$ cat src/rtl/encoder_speed_estimator_core_assert.svh
// assertion macros of the estimator, used by the sequencer
`ifndef ENCODER_SPEED_ESTIMATOR_CORE_ASSERT_SVH
`define ENCODER_SPEED_ESTIMATOR_CORE_ASSERT_SVH

// same-cycle implication, checked outside reset
`define ESP_ASSERT_IMP(lbl, ante, cons, msg) \
  lbl: assert property (@(posedge clk) disable iff (rst) (ante) |-> (cons)) else $error(msg);

// next-cycle implication, checked outside reset
`define ESP_ASSERT_NXT(lbl, ante, cons, msg) \
  lbl: assert property (@(posedge clk) disable iff (rst) (ante) |=> (cons)) else $error(msg);

`endif

$ cat src/rtl/esp_pkg.sv
// shared types and constants of the encoder speed estimator
package esp_pkg;

  localparam int MEDIAN_DEPTH = 3;
  localparam int DIV_NUM_W = 50;
  localparam int DIV_DEN_W = 32;
  localparam int DIV_CNT_W = 6;

  localparam logic [2:0] REG_SAMPLE_PERIOD = 3'd0;
  localparam logic [2:0] REG_BLEND_WEIGHT  = 3'd1;
  localparam logic [2:0] REG_DEBOUNCE      = 3'd2;
  localparam logic [2:0] REG_TIMEOUT       = 3'd3;
  localparam logic [2:0] REG_MIN_RATE      = 3'd4;
  localparam logic [2:0] REG_UM_PER_PULSE  = 3'd5;

  typedef enum logic [3:0] {
    OP_NONE,
    OP_PULSE,
    OP_PUSH,
    OP_MED_START,
    OP_MED_STORE,
    OP_WIN_START,
    OP_WIN_STORE,
    OP_EMA_MUL,
    OP_EMA_SUM,
    OP_TMO_START,
    OP_TMO_STORE,
    OP_SPD_START,
    OP_SPD_STORE,
    OP_LOAD_OUT
  } op_t;

  typedef struct packed {
    logic capture;
    op_t  op;
  } cmd_t;

  typedef struct packed {
    logic div_busy;
    logic window_due;
  } sts_t;

endpackage

$ cat src/rtl/esp_ctrl.sv
// sequencer of the estimator: steps each item through the datapath
`include "encoder_speed_estimator_core_assert.svh"
module esp_ctrl
  import esp_pkg::*;
(
  input  logic clk,
  input  logic rst,
  input  logic in_valid,
  input  logic kind,
  output logic in_stall,
  output logic out_valid,
  input  logic out_stall,
  input  sts_t sts,
  output cmd_t cmd
);

  typedef enum logic [4:0] {
    S_IDLE, S_PULSE, S_PUSH, S_MED_GO, S_MED_WAIT, S_MED_STORE,
    S_WIN_GO, S_WIN_WAIT, S_WIN_STORE, S_EMA_MUL, S_EMA_SUM,
    S_TMO_GO, S_TMO_WAIT, S_TMO_STORE, S_SPD_GO, S_SPD_WAIT,
    S_SPD_STORE, S_FINISH
  } state_t;

  state_t state;
  logic   slot_free;
  logic   out_take;
  logic   div_go;

  assign in_stall  = (state != S_IDLE);
  assign out_take  = out_valid && !out_stall;
  assign slot_free = !out_valid || !out_stall;
  assign div_go    = (cmd.op == OP_MED_START) || (cmd.op == OP_WIN_START);

  // command decode per state
  always_comb begin
    cmd.capture = (state == S_IDLE) && in_valid;
    case (state)
      S_PULSE:     cmd.op = OP_PULSE;
      S_PUSH:      cmd.op = OP_PUSH;
      S_MED_GO:    cmd.op = OP_MED_START;
      S_MED_STORE: cmd.op = OP_MED_STORE;
      S_WIN_GO:    cmd.op = OP_WIN_START;
      S_WIN_STORE: cmd.op = OP_WIN_STORE;
      S_EMA_MUL:   cmd.op = OP_EMA_MUL;
      S_EMA_SUM:   cmd.op = OP_EMA_SUM;
      S_TMO_GO:    cmd.op = OP_TMO_START;
      S_TMO_STORE: cmd.op = OP_TMO_STORE;
      S_SPD_GO:    cmd.op = OP_SPD_START;
      S_SPD_STORE: cmd.op = OP_SPD_STORE;
      S_FINISH:    cmd.op = slot_free ? OP_LOAD_OUT : OP_NONE;
      default:     cmd.op = OP_NONE;
    endcase
  end

  // state and output valid
  always_ff @(posedge clk) begin
    if (rst) begin
      state     <= S_IDLE;
      out_valid <= 1'b0;
    end else begin
      if (state == S_FINISH && slot_free) begin
        out_valid <= 1'b1;
      end else if (out_take) begin
        out_valid <= 1'b0;
      end
      case (state)
        S_IDLE: begin
          if (in_valid) begin
            state <= kind ? S_PUSH : S_PULSE;
          end
        end
        S_PULSE:     state <= S_IDLE;
        S_PUSH:      state <= S_MED_GO;
        S_MED_GO:    state <= S_MED_WAIT;
        S_MED_WAIT:  if (!sts.div_busy) state <= S_MED_STORE;
        S_MED_STORE: state <= sts.window_due ? S_WIN_GO : S_TMO_GO;
        S_WIN_GO:    state <= S_WIN_WAIT;
        S_WIN_WAIT:  if (!sts.div_busy) state <= S_WIN_STORE;
        S_WIN_STORE: state <= S_EMA_MUL;
        S_EMA_MUL:   state <= S_EMA_SUM;
        S_EMA_SUM:   state <= S_TMO_GO;
        S_TMO_GO:    state <= S_TMO_WAIT;
        S_TMO_WAIT:  if (!sts.div_busy) state <= S_TMO_STORE;
        S_TMO_STORE: state <= S_SPD_GO;
        S_SPD_GO:    state <= S_SPD_WAIT;
        S_SPD_WAIT:  if (!sts.div_busy) state <= S_SPD_STORE;
        S_SPD_STORE: state <= S_FINISH;
        S_FINISH: begin
          if (slot_free) begin
            state <= S_IDLE;
          end
        end
        default: state <= S_IDLE;
      endcase
    end
  end

  `ESP_ASSERT_IMP(a_div_idle_at_start, div_go, !sts.div_busy, "divider started while busy")
  `ESP_ASSERT_IMP(a_load_slot_free, cmd.op == OP_LOAD_OUT, slot_free, "result overwrites a pending item")
  `ESP_ASSERT_NXT(a_out_taken, out_take && cmd.op != OP_LOAD_OUT, !out_valid, "taken item shown again")

endmodule

$ cat config.mk
export PLATFORM = sky130hd
export DESIGN_NAME = esp_ctrl
export DESIGN_NICKNAME = d
export VERILOG_FILES = /design/src/rtl/esp_pkg.sv /design/src/rtl/esp_ctrl.sv
export VERILOG_INCLUDE_DIRS = /design/src /design/src/rtl
export SDC_FILE = /design/constraint.sdc
export NUM_CORES = 1
export LEC_CHECK = 0
export ABC_AREA = 0
export BUFFER_PORTS_ARGS = -buffer_cell sky130_fd_sc_hd__buf_4
export CORE_AREA = 2 2 39 41
export CTS_BUF_LIST = sky130_fd_sc_hd__clkbuf_8
export DETAILED_ROUTE_END_ITERATION = 8
export DIE_AREA = 0 0 41 43
export PLACE_DENSITY_LB_ADDON = 0.3
export SYNTH_ARGS = -nofsm -noshare
export SYNTH_HDL_FRONTEND = slang
export SYNTH_SLANG_ARGS = --single-unit
$ cat constraint.sdc
create_clock -name clk -period 3.5 [get_ports clk]
set_clock_uncertainty 0.05 [all_clocks]
set_input_delay 0.175 -clock clk [delete_from_list [all_inputs] [get_ports clk]]
set_output_delay 0.175 -clock clk [all_outputs]
set_load 0.02 [all_outputs]
==> metrics.log <==
[metrics] total area of multi-input combinational cells: 375 µm²
[metrics] Hold Startpoint: rst
[metrics] kind of capture point of the worst setup path: primary output
[metrics] destination of the worst hold path: state[0]$_SDFFE_PP0P_
[metrics] Hold Path Depth: 2
[metrics] post-detailed-route wirelength per cell: 12.5 µm
[metrics] pwr/cell area: 595 nW/µm²
[metrics] critical path class: reg -> out
[metrics] relative area change from synthesis to final layout: 25.2%
[metrics] area enclosed by the die boundary: 1760 µm²
[metrics] Total Neg Setup Slack: 0 ns
[metrics] clock buffer count from CTS: 3
[metrics] sequential cell area: 120 µm²
[metrics] maximum number of pins on one net before global-route repair: 17
[metrics] Crit path arrival time: 1.74 ns
[metrics] Synth Register Bits: 6
[metrics] count of inserted antenna diode cells: 0
[metrics] share of post-route cells with drive strength above 1: 23.6%
[metrics] cts-stage hold buffer count: 0
[metrics] largest area contributor in the synthesized netlist: sky130_fd_sc_hd__dfxtp_1
[metrics] Worst Path Required: 3.27 ns
[metrics] first-pass detailed-route iteration total: 4
[metrics] net switching power: 0.161 mW
[metrics] max-slew violation total from the final report: 0
[metrics] relative slew slack: 66.1%
[metrics] TritonCTS clock tree: built
[metrics] ratio of routed vias to standard cells: around 5.8
[metrics] internal power: 0.241 mW
[metrics] Gate Count Post-Synth: between 70 and 80
[metrics] combined area of all synthesized cells: between 500 and 600 µm²
[metrics] Fmax: 508 MHz
[metrics] Post-Syn Nets: 85
[metrics] buffers inserted during post-CTS setup optimization: 0
[metrics] I/O pin count: 14
[metrics] number of antenna violations at the first check in global routing: 0
[metrics] FF-to-FF path depth: 4
[metrics] time the final worst path needs with I/O delays and setup: about 2 ns
[metrics] leading cell type in the layout, fill and taps excluded: sky130_fd_sc_hd__buf_4
[metrics] number of nets in the final layout: 98
[metrics] Worst-Margin Slew: 0.507 ns
[metrics] CP Launch Type: flip-flop
[metrics] Die H: 43 µm
[metrics] post-synthesis area per instance: 6.93 µm²
[metrics] count of placed standard cells in the final layout, fillers left out: 105
[metrics] maximum count of clock buffers along a single path: 2
[metrics] sink count of the clock tree: 6
[metrics] capture point of the worst reg-to-reg path: state[0]$_SDFFE_PP0P_
[metrics] antenna viol nets, final: 0
[metrics] Synth area leaders: sky130_fd_sc_hd__dfxtp_1 22%, sky130_fd_sc_hd__a21oi_1 10%, sky130_fd_sc_hd__a31oi_1 5.8%
[metrics] fraction of the yosys area taken by sequential cells: 22.2%
[metrics] wire length of the first global-routing pass: 2.08 mm
[metrics] placeable core region: 1380 µm²
[metrics] Leak: around 0.28 nW
[metrics] status: complete, no violations
[metrics] final WL: 1.31 mm
[metrics] sequential share of power: between 20 and 30%
[metrics] weighted congestion at the end of routability-driven global placement: 0.857
[metrics] maximum vdd ir drop: 0.330 mV
[metrics] clock transition time at the flip-flop clock pins of the worst setup and hold paths: 0.03 ns
[metrics] switching power share of the total: 40.1%
[metrics] part of the power in the clock network: ~25%
[metrics] Die Width: 41 µm
[metrics] setup repair after global routing missed its margin: no
[metrics] classification of the worst-slack hold path: in -> reg
[metrics] total number of vias: 606
[metrics] depth of the CTS H-tree: 1
[metrics] detailed placement HPWL: 967 µm
[metrics] Site Rows: 14
[metrics] worst-case register-to-register setup slack: 1.69 ns
[metrics] Overflow after GRT: 0
[metrics] maximum fanout encountered on the critical timing path: 14
[metrics] via count of the first global-routing pass: approximately 500
[metrics] initial core utilization: 39.1%
[metrics] Fill cells: 141
[metrics] most frequent cells in the layout: 13 x sky130_fd_sc_hd__buf_4, 11 x sky130_fd_sc_hd__a21oi_1, 8 x sky130_fd_sc_hd__nand2_1
[metrics] synth unique cells: 30
[metrics] total of warnings raised by yosys: 0
[metrics] DRC violations left: 0
[metrics] quantity of I/O buffers inserted on ports: 13
[metrics] final-report hold violation count: 0
[metrics] final period utilization: 56.2%
[metrics] area fraction of the dominant cell type after synthesis: 22.2%
[metrics] Max Cap Violations: 0
[metrics] combinational group share of total power: around 47%
[metrics] clk_lat worst skew: 0.22 ns
[metrics] CTS root buf: sky130_fd_sc_hd__clkbuf_8
[metrics] detailed router's first-iteration violation count: 15
[metrics] startpoint of the worst register-to-register path: state[0]$_SDFFE_PP0P_
[metrics] Cell Count Post-Placement: 102
[metrics] post-cts sizing count: 0
[metrics] final count of negative-setup-slack endpoints: 0
[metrics] overall routing resource usage: 16.4%
per-layer routing:
metal  track usage, %  vias to the layer above  part of all wire (%)
met3             1.57                        0                   2.9
met4             6.00                        0                     0
met2             25.9                       16                    47
li1                 -                      305                     -
met5                0                        -                     0
met1             22.1                      285                    50
power by group through the flow:
stage | Combinational [mW] | Clock, mW | Sequential [mW]
CTS | 0.191 | 0.102 | 0.114
global route | 0.207 | 0.106 | 0.119
finish | 0.189 | 0.0991 | 0.115
floorplan | 0.156 | 0 | 0.0894
global placement | 0.189 | 0 | 0.114
detailed placement | 0.189 | 0 | 0.115
layout make-up:
type,count,area share [%]
Clock buffer,3,6.10
Inverter,6,3.33
Tap cell,16,2.96
Sequential cell,6,17.7
Timing Repair Buffer,13,14.4
Multi-Input combinational cell,61,55.5
kinds of logic after synthesis:
| group | count (synthesis) | synth area share, % |
|---|---|---|
| muxes | 2 | 3.70 |
| AOI/OAI and AO/OA | 28 | 34.0 |
| and+or+nand+nor | 30 | 30.1 |
| xor gates and xnor gates | 1 | 1.62 |
| buffers and inverters | 11 | 8.33 |
| DFF | 6 | 22.2 |
flip-flops by register name (all words and copies together) (netlist names):
name,cells
state,5
out_valid,1
worst max path at each step:
stage / start / slack, ns / end / cells after the start
final: state[1]$_SDFFE_PP0P_ / 1.53 / cmd[1] / 5
after global routing: state[1]$_SDFFE_PP0P_ / 1.35 / cmd[1] / 5
after CTS: state[1]$_SDFFE_PP0P_ / 1.56 / cmd[1] / 5
after detailed placement: state[0]$_SDFFE_PP0P_ / 1.71 / state[3]$_SDFFE_PP0P_ / 4
after global placement: state[0]$_SDFFE_PP0P_ / 1.70 / state[0]$_SDFFE_PP0P_ / 4
after floorplan: state[1]$_SDFFE_PP0P_ / 1.91 / cmd[1] / 5
critical path: stages (launching register included):
cell and delay [ns]:
sky130_fd_sc_hd__dfxtp_1 0.63, sky130_fd_sc_hd__inv_1 0.22, sky130_fd_sc_hd__nor3_1 0.27, sky130_fd_sc_hd__o21ai_0 0.11, sky130_fd_sc_hd__a21oi_1 0.15, sky130_fd_sc_hd__buf_4 0.16
through the flow:
stage	util [%]	area [µm²]	setup slack, ns	hold WS (ns)	power [mW]
finish	48.9	677	1.53	0.116	0.403
CTS	48.9	677	1.56	0.116	0.407
floorplan	-	541	1.91	0.193	0.246
detailed placement	45.9	636	1.71	0.340	0.304
global route	48.9	677	1.35	0.121	0.433
global placement	45.9	636	1.70	0.343	0.303
cell usage after synthesis:
master and number:
sky130_fd_sc_hd__inv_1 6, sky130_fd_sc_hd__nor3_1 2, sky130_fd_sc_hd__mux2i_1 2, sky130_fd_sc_hd__nor2_1 6, sky130_fd_sc_hd__a311oi_2 1, sky130_fd_sc_hd__nand3_1 3, sky130_fd_sc_hd__o21ai_0 3, sky130_fd_sc_hd__o211ai_2 1
sky130_fd_sc_hd__o21bai_1 1, sky130_fd_sc_hd__nand4_1 1, sky130_fd_sc_hd__nor4_1 1, sky130_fd_sc_hd__or4b_4 1, sky130_fd_sc_hd__clkbuf_1 2, sky130_fd_sc_hd__xor2_1 1, sky130_fd_sc_hd__dfxtp_1 6, sky130_fd_sc_hd__o32ai_1 1
sky130_fd_sc_hd__and2_1 1, sky130_fd_sc_hd__nand3b_1 1, sky130_fd_sc_hd__nand2b_1 4, sky130_fd_sc_hd__a21oi_1 11, sky130_fd_sc_hd__o221ai_1 1, sky130_fd_sc_hd__o22ai_1 1, sky130_fd_sc_hd__or3_1 1, sky130_fd_sc_hd__buf_2 3
sky130_fd_sc_hd__a31o_2 1, sky130_fd_sc_hd__nand2_1 8, sky130_fd_sc_hd__o31ai_1 1, sky130_fd_sc_hd__nor2b_4 1, sky130_fd_sc_hd__a211oi_1 1, sky130_fd_sc_hd__a31oi_1 5
No activity file was read; power rests on OpenSTA's default activity.
